## src/rtl/core/slu_pkg.sv

```systemverilog
// ----------------------------------------------------------------------------
// slu_pkg
// Shared types and constants for the sequential list set-union unit.
// ----------------------------------------------------------------------------
package slu_pkg;

  // List storage geometry
  localparam int CAPACITY = 256;
  localparam int ADDR_W   = $clog2(CAPACITY);
  localparam int CNT_W    = ADDR_W + 1;

  // Item field widths
  localparam int ACT_W = 3;
  localparam int VAL_W = 32;
  localparam int POS_W = 9;
  localparam int ST_W  = 2;
  localparam int IDX_W = 8;

  // Operation codes
  typedef enum logic [ACT_W-1:0] {
    ACT_CLEAR  = 3'd0,
    ACT_APPEND = 3'd1,
    ACT_UNION  = 3'd2,
    ACT_INSERT = 3'd3,
    ACT_SEARCH = 3'd4
  } action_t;

  // Result status codes
  typedef enum logic [ST_W-1:0] {
    ST_OK      = 2'd0,
    ST_BAD_POS = 2'd1,
    ST_FULL    = 2'd2,
    ST_MISS    = 2'd3
  } status_t;

  // Source of the result index
  typedef enum logic [1:0] {
    IDX_ZERO = 2'd0,
    IDX_CNT  = 2'd1,
    IDX_HIT  = 2'd2,
    IDX_POS  = 2'd3
  } idx_sel_t;

  // Controller to datapath commands
  typedef struct packed {
    logic     capture;       // latch the input item
    logic     clear_cnt;     // empty the list
    logic     search_start;  // rewind read pointer to entry 0
    logic     search_step;   // read next entry for compare
    logic     shift_start;   // set read pointer to the count
    logic     shift_step;    // move one entry up
    logic     write_append;  // store key at the end
    logic     write_insert;  // store key at the insert slot
    logic     res_we;        // load result status and index
    status_t  res_status;
    idx_sel_t res_idx_sel;
    logic     load_out;      // move result into the output register
  } cmd_t;

  // Datapath to controller status
  typedef struct packed {
    logic [ACT_W-1:0] act;
    logic             full;
    logic             pos_bad;
    logic             hit;
    logic             search_end;
    logic             shift_end;
    logic             out_free;
  } stat_t;

endpackage

```

## src/rtl/core/slu_ctrl.sv

```systemverilog
// ----------------------------------------------------------------------------
// slu_ctrl
// Sequencer for the list operations: decode, scan, shift, write, deliver.
// ----------------------------------------------------------------------------
module slu_ctrl (
  input  logic           clk,
  input  logic           rst,
  input  logic           in_valid,
  output logic           in_stall,
  input  slu_pkg::stat_t stat,
  output slu_pkg::cmd_t  cmd
);
  import slu_pkg::*;

  typedef enum logic [5:0] {
    S_IDLE   = 6'b000001,
    S_DECODE = 6'b000010,
    S_SEARCH = 6'b000100,
    S_SHIFT  = 6'b001000,
    S_WRITE  = 6'b010000,
    S_DONE   = 6'b100000
  } state_t;

  state_t state, state_next;

  always_ff @(posedge clk) begin
    if (rst) begin
      state <= S_IDLE;
    end else begin
      state <= state_next;
    end
  end

  assign in_stall = (state != S_IDLE);

  // Next state and commands
  always_comb begin
    state_next = state;
    cmd        = '0;
    cmd.res_status  = ST_OK;
    cmd.res_idx_sel = IDX_ZERO;
    case (state)
      S_IDLE: begin
        if (in_valid) begin
          cmd.capture = 1'b1;
          state_next  = S_DECODE;
        end
      end
      S_DECODE: begin
        case (stat.act)
          ACT_CLEAR: begin
            cmd.clear_cnt = 1'b1;
            cmd.res_we    = 1'b1;
            state_next    = S_DONE;
          end
          ACT_APPEND: begin
            cmd.res_we = 1'b1;
            if (stat.full) begin
              cmd.res_status = ST_FULL;
            end else begin
              cmd.write_append = 1'b1;
              cmd.res_idx_sel  = IDX_CNT;
            end
            state_next = S_DONE;
          end
          ACT_UNION, ACT_SEARCH: begin
            cmd.search_start = 1'b1;
            state_next       = S_SEARCH;
          end
          ACT_INSERT: begin
            if (stat.pos_bad) begin
              cmd.res_we     = 1'b1;
              cmd.res_status = ST_BAD_POS;
              state_next     = S_DONE;
            end else if (stat.full) begin
              cmd.res_we     = 1'b1;
              cmd.res_status = ST_FULL;
              state_next     = S_DONE;
            end else begin
              cmd.shift_start = 1'b1;
              state_next      = S_SHIFT;
            end
          end
          default: begin
            // unused codes: no change, ok
            cmd.res_we = 1'b1;
            state_next = S_DONE;
          end
        endcase
      end
      S_SEARCH: begin
        cmd.search_step = 1'b1;
        if (stat.hit) begin
          cmd.res_we = 1'b1;
          if (stat.act == ACT_SEARCH) begin
            cmd.res_idx_sel = IDX_HIT;
          end else begin
            cmd.res_status = ST_MISS;
          end
          state_next = S_DONE;
        end else if (stat.search_end) begin
          cmd.res_we = 1'b1;
          if (stat.act == ACT_SEARCH) begin
            cmd.res_status = ST_MISS;
          end else if (stat.full) begin
            cmd.res_status = ST_FULL;
          end else begin
            cmd.write_append = 1'b1;
            cmd.res_idx_sel  = IDX_CNT;
          end
          state_next = S_DONE;
        end
      end
      S_SHIFT: begin
        cmd.shift_step = 1'b1;
        if (stat.shift_end) begin
          state_next = S_WRITE;
        end
      end
      S_WRITE: begin
        cmd.write_insert = 1'b1;
        cmd.res_we       = 1'b1;
        cmd.res_idx_sel  = IDX_POS;
        state_next       = S_DONE;
      end
      S_DONE: begin
        if (stat.out_free) begin
          cmd.load_out = 1'b1;
          state_next   = S_IDLE;
        end
      end
      default: begin
        state_next = S_IDLE;
      end
    endcase
  end

endmodule
```

## config.mk

```make
export PLATFORM = sky130hd
export DESIGN_NAME = slu_ctrl
export DESIGN_NICKNAME = d
export VERILOG_FILES = /design/src/rtl/core/slu_pkg.sv /design/src/rtl/core/slu_ctrl.sv
export SDC_FILE = /design/constraint.sdc
export NUM_CORES = 1
export LEC_CHECK = 0
export BUFFER_PORTS_ARGS = -buffer_cell sky130_fd_sc_hd__clkbuf_2
export CAP_MARGIN = 20
export CORE_MARGIN = 5
export CORE_UTILIZATION = 39
export CTS_CLUSTER_SIZE = 24
export DETAILED_ROUTE_END_ITERATION = 8
export PLACE_DENSITY = 0.84
export SLEW_MARGIN = 30
export SYNTH_ARGS = -nofsm -noshare
export SYNTH_HDL_FRONTEND = slang
export SYNTH_SLANG_ARGS = --single-unit
export TNS_END_PERCENT = 1
```

## constraint.sdc

```tcl
create_clock -name clk -period 1.4 [get_ports clk]
set_input_delay 0.07 -clock clk [delete_from_list [all_inputs] [get_ports clk]]
set_output_delay 0.07 -clock clk [all_outputs]
set_load 0.005 [all_outputs]
```

==> results.sh, run 1 <==
export IMPL_wl_per_cell_um=12.9
export IMPL_top_usage_layer="met2"
export IMPL_buffer_ports_inserted=26
export IMPL_reg2reg_to="state[0]"
export IMPL_cp_endpoint="cmd[1]"
export IMPL_synth_async_reset_ratio_pct=0
export IMPL_leakage_nw=0.394
export IMPL_fin_nets=123
export IMPL_vdd_drop_max_mv=0.677
export IMPL_slowest_stage="dfxtp_2"
export IMPL_crit_buf_inv=2
export IMPL_core_sq_um=1300
export IMPL_htree_levels=1
export IMPL_synth_seq_area_share_pct=22.6
export IMPL_dieWidth_um=46.9
export IMPL_clkSinkCount=6
export IMPL_register_area_sq_um=125
export IMPL_cp_num_cells=6
export IMPL_grt_max_degree=8
export IMPL_finalHoldViolCount=0
export IMPL_cts_made_buffers=3
export IMPL_ys_types=29
export IMPL_final_common_cell="clkbuf_2"
export IMPL_fmax_ghz=0.609
export IMPL_grt_pass1_wl_um=2660
export IMPL_num_vias=683
export IMPL_synthCells=71
export IMPL_finalSetupViolCount=17
export IMPL_violations="negative setup slack"
export IMPL_fin_ws_ns=-0.243
export IMPL_synth_edf_count=0
export IMPL_postRouteAntennaNets=0
export IMPL_cp_start_kind="flop"
export IMPL_grt_use_met2_pct=30.1
export IMPL_syn_cell_area_sq_um=531
export IMPL_required_ns=1.33
export IMPL_power_density_nw_per_um2=1210
export IMPL_largest_reg_flops=6
export IMPL_startpoint="state[3]"
export IMPL_ys_flop_type="dfxtp_1"
export IMPL_grt_overflow=0
export IMPL_track_usage_pct=16.5
export IMPL_die_h_um=46.9
export IMPL_worst_slew_pin_slew_ns=0.446
export IMPL_die_area_sq_um=2200
export IMPL_crit_path_cell_trace="nor4_4, buf_4, nand3_1, o22a_1, o21ai_1, clkbuf_2"
export IMPL_drc_errors=0
export IMPL_reg_top3="state x6"
export IMPL_synth_area_per_cell_sq_um=7.47
export IMPL_path_class="flop to output port"
export IMPL_antenna_found_initial=0
export IMPL_grt_util_met3_pct=3.83
export IMPL_grt_pass1_vias=684
export IMPL_cpPeakStageDelay_ns=0.33
export IMPL_r2r_start="state[3]"
export IMPL_endpoint_kind="output port"
export IMPL_wirelength_um=1600
export IMPL_path_delay_family="compound AO/OA/AOI/OAI gates"
export IMPL_multiInputGateArea_sq_um=395
export IMPL_status="complete, but fails checks"
export IMPL_drt_iter0_markers=9
export IMPL_fp_row_count=13
export IMPL_finalPower_w=0.000950
export IMPL_min_delay_start="rst"
export IMPL_gp_congestion=0.835
export IMPL_num_io_pins=27
export IMPL_syn_nets=83
export IMPL_crit_fanout=6
export IMPL_insertion_delay_ns=0.25
export IMPL_cp_arrival_ns=1.57
export IMPL_rrSetupSlack_ns=-0.15
export IMPL_initial_utilization_pct=40.8
export IMPL_hold_buffers=0
export IMPL_cts_tree="built"
export IMPL_most_common_layout_cells="25 x clkbuf_2, 10 x buf_4, 6 x nand2_1, 6 x nor2_1, 6 x o21ai_0"
export IMPL_drive_above_1_share_pct=44.0
export IMPL_syn_to_final_growth_pct=48.1
export IMPL_top_register="state"
export IMPL_num_fill_cells=141
export IMPL_cts_root_buf="clkbuf_4"
export IMPL_ff2ff_path_depth=6
export IMPL_dpl_cell_area_sq_um=743
export IMPL_clock_skew_final_ns=0.00278
export IMPL_period_share_pct=117
export IMPL_drv_slew=0
export IMPL_cap_violations=0
export IMPL_worstHoldPathType="primary input to flop"
export IMPL_via_per_inst=5.51
export IMPL_drt_pass1_iterations=4
export IMPL_clk_path_buf_depth=2
export IMPL_design_area_sq_um=786
export IMPL_yosys_warnings=0
export IMPL_ys_ff_latch=6
export IMPL_diodes=0
export IMPL_dpl_hpwl_um=1330
export IMPL_gr_usage_met1_pct=18.0
export IMPL_path_clk_slew_ns=0.05
export IMPL_max_slew_margin_rel_pct=70.2
export IMPL_finalCriticalPeriod_ns=1.64
export IMPL_rsz0062_at_grt="true"
## report_power, final
part / switching [W] / leakage [nW] / internal, W / total, W
clock: 0.0000672 / 0.0138 / 0.0000973 / 0.000164
combinational: 0.000250 / 0.329 / 0.000265 / 0.000516
sequential: 0.0000597 / 0.0510 / 0.000210 / 0.000270
total: 0.000377 / 0.394 / 0.000573 / 0.000950
## cells by family (layout without fill, tap and decap cells)
family                 count (synthesis)  count (layout)  synth area share, %
flip-flops                             6               6                 22.6
AND/OR/NAND/NOR                       37              37                 44.1
multiplexers                           1               1                 1.89
XOR/XNOR                               1               1                 1.65
buffers and inverters                  6              44                 5.66
AO/OA/AOI/OAI                         20              20                 24.1
## area by class of cell
type	count	share of cell area, %
multi-input cells	59	50.3
repair buffers	36	26.1
flip-flops and latches	6	15.9
clock buffers	3	2.87
inverters	5	2.39
well taps	15	2.39
## per-layer routing
layer,routed length (um),share of wire (%),up-vias
met5,0,0,-
met4,23,1.4,0
met3,117,7.3,2
met2,815,51,30
met1,641,40,305
li1,-,-,346
## stage by stage
stage	worst slack [ns]	setup TNS [ns]	utilization, %	std cells	hold slack [ns]
3_5_place_dp	-0.150	-0.465	57.1	121	0.309
2_1_floorplan	0.00928	0	-	71	0.139
5_1_grt	-0.333	-4.27	60.4	124	0.0487
6_report	-0.243	-2.32	60.4	124	0.0391
3_3_place_gp	-0.0774	-0.163	57.1	121	0.306
4_1_cts	-0.243	-2.46	60.4	124	0.0461
## how the worst min path moves through the flow
stage,end,slack [ns],cells past startpoint
after floorplan,state[2],0.14,1
after global placement,state[3],0.31,2
after detailed placement,state[2],0.31,2
after CTS,state[2],0.05,2
after global routing,state[3],0.05,2
final,state[2],0.04,2
## what timing repair did
item / CTS / global route
pin swaps: 5 / 0
buffers inserted: 0 / 0
gates resized for setup: 9 / 1
setup endpoints to repair: 19 / 20
## synthesized netlist by cell type (2+ instances only)
master    n  share of area, %
nor2_1    6               4.2
inv_1     5               3.5
nand2_1   6               4.2
a21oi_1   3               2.8
nor3b_1   3               4.2
o21ai_0   8               7.5
nor4_1    3               3.5
nor3_1    5               4.7
nor2b_1   4               4.7
o211ai_1  2               2.8
nand3_1   3               2.8
dfxtp_1   6                23
No activity file was read; power rests on OpenSTA's default activity.
==> run 2, diff against run 1 <==
--- a/config.mk
+++ b/config.mk
@@ -7,11 +7,13 @@
 export LEC_CHECK = 0
 export BUFFER_PORTS_ARGS = -buffer_cell sky130_fd_sc_hd__clkbuf_2
 export CAP_MARGIN = 20
-export CORE_MARGIN = 5
-export CORE_UTILIZATION = 39
+export CORE_AREA = 5 5 42 44
+export CTS_BUF_LIST = sky130_fd_sc_hd__clkbuf_8
 export CTS_CLUSTER_SIZE = 24
 export DETAILED_ROUTE_END_ITERATION = 8
-export PLACE_DENSITY = 0.84
+export DIE_AREA = 0 0 47 49
+export PLACE_DENSITY = 0.85
+export SKIP_LAST_GASP = 1
 export SLEW_MARGIN = 30
 export SYNTH_ARGS = -nofsm -noshare
 export SYNTH_HDL_FRONTEND = slang
==> results.sh, run 2 (same netlist as run 1, synthesis figures left out) <==
export IMPL_die_h_um=49
export IMPL_num_vias=707
export IMPL_cts_made_buffers=3
export IMPL_fin_nets=126
export IMPL_die_area_sq_um=2300
export IMPL_drt_pass1_iterations=4
export IMPL_drt_iter0_markers=8
export IMPL_top_register="state"
export IMPL_reg_top3="state x6"
export IMPL_grt_max_degree=8
export IMPL_track_usage_pct=17.4
export IMPL_dpl_hpwl_um=1420
export IMPL_clkSinkCount=6
export IMPL_worst_slew_pin_slew_ns=0.412
export IMPL_dieWidth_um=47
export IMPL_tns_ns=-2.61
export IMPL_clock_skew_final_ns=0.00426
export IMPL_most_common_layout_cells="25 x clkbuf_2, 13 x buf_4, 6 x nand2_1, 6 x nor2_1, 6 x o21ai_0"
export IMPL_insertion_delay_ns=0.23
export IMPL_cp_arrival_ns=1.58
export IMPL_syn_to_final_growth_pct=55.9
export IMPL_cp_start_kind="flop"
export IMPL_rsz0062_at_grt="true"
export IMPL_worstHoldPathType="primary input to flop"
export IMPL_grt_pass1_wl_um=2910
export IMPL_clk_path_buf_depth=2
export IMPL_final_common_cell="clkbuf_2"
export IMPL_whs_ns=0.0727
export IMPL_antenna_found_initial=0
export IMPL_grt_overflow=0
export IMPL_wirelength_um=1790
export IMPL_diodes=0
export IMPL_endpoint_kind="output port"
export IMPL_core_sq_um=1400
export IMPL_postRouteAntennaNets=0
export IMPL_crit_fanout=6
export IMPL_cts_root_buf="clkbuf_8"
export IMPL_status="complete, but fails checks"
export IMPL_gp_congestion=0.806
export IMPL_largest_reg_flops=6
export IMPL_via_per_inst=5.52
export IMPL_fmax_ghz=0.607
export IMPL_finalCriticalPeriod_ns=1.65
export IMPL_violations="negative setup slack"
export IMPL_vdd_drop_max_mv=0.547
export IMPL_fin_ws_ns=-0.247
export IMPL_finalPower_w=0.00105
export IMPL_dpl_cell_area_sq_um=752
export IMPL_hold_buffers=0
export IMPL_max_slew_margin_rel_pct=72.5
export IMPL_num_io_pins=27
export IMPL_finalHoldViolCount=0
export IMPL_wl_per_cell_um=14.0
export IMPL_path_class="flop to output port"
export IMPL_design_area_sq_um=827
export IMPL_leakage_nw=0.413
export IMPL_cts_tree="built"
export IMPL_buffer_ports_inserted=26
export IMPL_cap_violations=0
export IMPL_fp_row_count=14
export IMPL_required_ns=1.33
export IMPL_final_util_pct=59.0
export IMPL_grt_pass1_vias=733
export IMPL_power_density_nw_per_um2=1270
export IMPL_drv_slew=0
export IMPL_finalSetupViolCount=17
export IMPL_path_clk_slew_ns=0.04
export IMPL_drc_errors=0
export IMPL_period_share_pct=118
export IMPL_drive_above_1_share_pct=43.8
export IMPL_initial_utilization_pct=37.9
export IMPL_htree_levels=1
-- run 2: cell count changes in the layout (fill, tap and decap cells not counted), moves of 2 or more --
cell,before,now
clkbuf_4,3,0
dfxtp_2,4,2
clkbuf_8,0,3
dfxtp_1,2,4
buf_4,10,13
-- run 2: layout make-up --
cell class,count,area (sq um)
inverters,5,18.8
flip-flops and latches,6,123
well taps,16,20.0
fillers,143,574
clock buffers,3,41.3
repair buffers,39,228
multi-input cells,59,397
-- run 2: where the power goes --
group	total (W)	switching, W	leakage [nW]	internal (W)
combinational	0.000521	0.000260	0.342	0.000261
sequential	0.000267	0.0000587	0.0500	0.000209
clock	0.000264	0.0000785	0.0216	0.000185
total	0.00105	0.000397	0.413	0.000654
-- run 2: critical path, cell delays in order, from the launching register on --
cell and delay (ns):
dfxtp_2 0.33, nor4_4 0.26, buf_4 0.19, nand4b_4 0.12
o22a_1 0.21, o21ai_1 0.12, buf_2 0.12
-- run 2: metrics by stage --
stage                     worst slack (ns)  cells
after floorplan                    0.00928     71
after global placement             -0.0645    123
after detailed placement            -0.109    123
after CTS                           -0.261    127
after global routing                -0.349    128
final                               -0.247    128
-- run 2: routing by layer --
layer,share of wire [%],wire [um],vias up,GRT usage [%]
met2,52,929,30,27.4
met4,4.1,74,0,16.6
met1,38,685,315,17.8
met5,0,0,-,0
met3,5.7,102,10,3.32
li1,-,-,352,-
-- run 2: what timing repair did --
item                                    CTS  global route
hold endpoints to repair                  0             0
pin swaps                                 3             2
gates resized for setup                   6             2
buffers inserted                          1             1
endpoints found under the setup margin   19            20
-- run 2: path summary, 6_finish.rpt --
path | from | depth (start not counted) | slack, ns | end
worst max-delay path | state[3] | 6 | -0.25 | cmd[1]
worst min-delay path | rst | 2 | 0.07 | state[3]
worst max register to register | state[3] | 7 | -0.24 | state[3]
worst min register to register | state[5] | 2 | 0.65 | state[0]
==> run 3, diff against run 2 <==
--- a/config.mk
+++ b/config.mk
@@ -5,14 +5,14 @@
 export SDC_FILE = /design/constraint.sdc
 export NUM_CORES = 1
 export LEC_CHECK = 0
-export BUFFER_PORTS_ARGS = -buffer_cell sky130_fd_sc_hd__clkbuf_2
 export CAP_MARGIN = 20
 export CORE_AREA = 5 5 42 44
 export CTS_BUF_LIST = sky130_fd_sc_hd__clkbuf_8
 export CTS_CLUSTER_SIZE = 24
 export DETAILED_ROUTE_END_ITERATION = 8
 export DIE_AREA = 0 0 47 49
-export PLACE_DENSITY = 0.85
+export DONT_BUFFER_PORTS = 1
+export PLACE_DENSITY = 0.67
 export SKIP_LAST_GASP = 1
 export SLEW_MARGIN = 30
 export SYNTH_ARGS = -nofsm -noshare
==> results.sh, run 3 (same netlist as run 1, synthesis figures left out) <==
export IMPL_p_comb_share_pct=47.8
export IMPL_power_internal_w=0.000674
export IMPL_pwr_share_clk_pct=25.4
export IMPL_cap_violations=0
export IMPL_rsz0062_at_grt="true"
export IMPL_grt_pass1_vias=548
export IMPL_largest_reg_flops=6
export IMPL_dpl_hpwl_um=1220
export IMPL_buffer_ports_inserted=0
export IMPL_dpl_cell_area_sq_um=622
export IMPL_top_register="state"
export IMPL_min_path_cells=2
export IMPL_core_sq_um=1400
export IMPL_clock_skew_final_ns=0.00531
export IMPL_finalPower_w=0.00105
export IMPL_grt_overflow=0
export IMPL_drt_iter0_markers=3
export IMPL_fp_row_count=14
export IMPL_drt_pass1_iterations=4
export IMPL_final_common_cell="buf_4"
export IMPL_clkSinkCount=6
export IMPL_path_clk_slew_ns=0.03
export IMPL_r2r_start="state[3]"
export IMPL_dieWidth_um=47
export IMPL_reg_top3="state x6"
export IMPL_fin_ws_ns=-0.157
export IMPL_cts_tree="built"
export IMPL_grt_pass1_wl_um=2410
export IMPL_wirelength_um=1560
export IMPL_clk_path_buf_depth=2
export IMPL_fin_nets=100
export IMPL_num_io_pins=27
export IMPL_track_usage_pct=14.9
export IMPL_finalSetupViolCount=13
export IMPL_design_area_sq_um=703
export IMPL_min_delay_start="stat[1]"
export IMPL_insertion_delay_ns=0.23
export IMPL_ff2ff_path_depth=6
export IMPL_worstHoldPathType="primary input to flop"
export IMPL_vdd_drop_max_mv=0.865
export IMPL_switchingPower_w=0.000377
export IMPL_htree_levels=1
export IMPL_drc_errors=0
export IMPL_wl_per_cell_um=15.3
export IMPL_cts_root_buf="clkbuf_8"
export IMPL_required_ns=1.33
export IMPL_drv_slew=0
export IMPL_diodes=0
export IMPL_power_frac_seq_pct=26.8
export IMPL_startpoint="state[3]"
export IMPL_switching_share_pct=35.9
export IMPL_violations="negative setup slack"
export IMPL_status="complete, but fails checks"
export IMPL_die_h_um=49
export IMPL_initial_utilization_pct=37.9
export IMPL_gp_congestion=0.740
export IMPL_cts_made_buffers=3
export IMPL_antenna_found_initial=0
export IMPL_crit_fanout=5
export IMPL_syn_to_final_growth_pct=32.5
export IMPL_max_slew_margin_rel_pct=71.5
export IMPL_cp_start_kind="flop"
export IMPL_endpoint_kind="output port"
export IMPL_grt_max_degree=8
export IMPL_via_per_inst=5.99
export IMPL_worst_slew_pin_slew_ns=0.426
export IMPL_cp_arrival_ns=1.49
export IMPL_path_class="flop to output port"
export IMPL_power_density_nw_per_um2=1500
export IMPL_leakage_nw=0.301
export IMPL_finalCriticalPeriod_ns=1.56
export IMPL_postRouteAntennaNets=0
export IMPL_period_share_pct=111
export IMPL_drive_above_1_share_pct=29.1
export IMPL_most_common_layout_cells="12 x buf_4, 6 x nand2_1"
export IMPL_fmax_ghz=0.642
export IMPL_num_vias=611
export IMPL_finalHoldViolCount=0
export IMPL_die_area_sq_um=2300
==> run 3: stage by stage <==
| step | util (%) | instances | setup WS (ns) | hold slack, ns | TNS (ns) |
|---|---|---|---|---|---|
| global route | 50.2 | 102 | -0.248 | 0.0670 | -2.59 |
| global placement | 44.4 | 97 | -0.0319 | 0.143 | -0.0443 |
| finish | 50.2 | 102 | -0.157 | 0.0435 | -1.07 |
| floorplan | - | 71 | 0.00928 | 0.139 | 0 |
| detailed placement | 44.4 | 97 | -0.0422 | 0.143 | -0.0893 |
| CTS | 49.6 | 102 | -0.168 | 0.0462 | -1.29 |
==> run 3: metal layers <==
metal | up-vias | GRT usage (%) | share of wire (%)
li1 | 296 | - | -
met1 | 286 | 16.3 | 39
met2 | 25 | 23.1 | 51
met3 | 4 | 4.43 | 6.8
met4 | 0 | 11.1 | 2.8
met5 | - | 0 | 0
==> run 3: path summary, 6_finish.rpt <==
kind	endpoint	slack [ns]
setup / recovery	cmd[1]	-0.16
hold / removal	state[3]	0.04
setup reg to reg	state[0]	-0.03
hold reg to reg	state[5]	0.72
==> run 3: what timing repair did <==
action                                  4_1_cts  5_1_grt
endpoints found under the setup margin       17       20
gates resized for setup                       9        2
pin swaps                                     1        0
hold buffers                                  1        0
setup buffers                                 1        0
endpoints found under the hold margin         5        0
==> run 3: worst max-delay path: stages (launching register included) <==
cell and delay, ns:
dfxtp_2 0.33, nor4_4 0.26, buf_4 0.18, nand4b_4 0.13, o22a_1 0.22, o21ai_2 0.13
==> run 3: power by group through the flow <==
| stage | combinational [W] | clock [W] | sequential [W] |
|---|---|---|---|
| after global placement | 0.000459 | 0 | 0.000270 |
| after detailed placement | 0.000465 | 0 | 0.000272 |
| after floorplan | 0.000308 | 0 | 0.000243 |
| final | 0.000503 | 0.000267 | 0.000282 |
| after CTS | 0.000500 | 0.000270 | 0.000272 |
| after global routing | 0.000555 | 0.000281 | 0.000288 |
==> run 3: area by class of cell <==
type	count	area, sq um
well taps	16	20.0
fillers	152	698
inverters	5	18.8
clock buffers	3	41.3
flip-flops and latches	6	124
repair buffers	13	100
multi-input cells	59	399
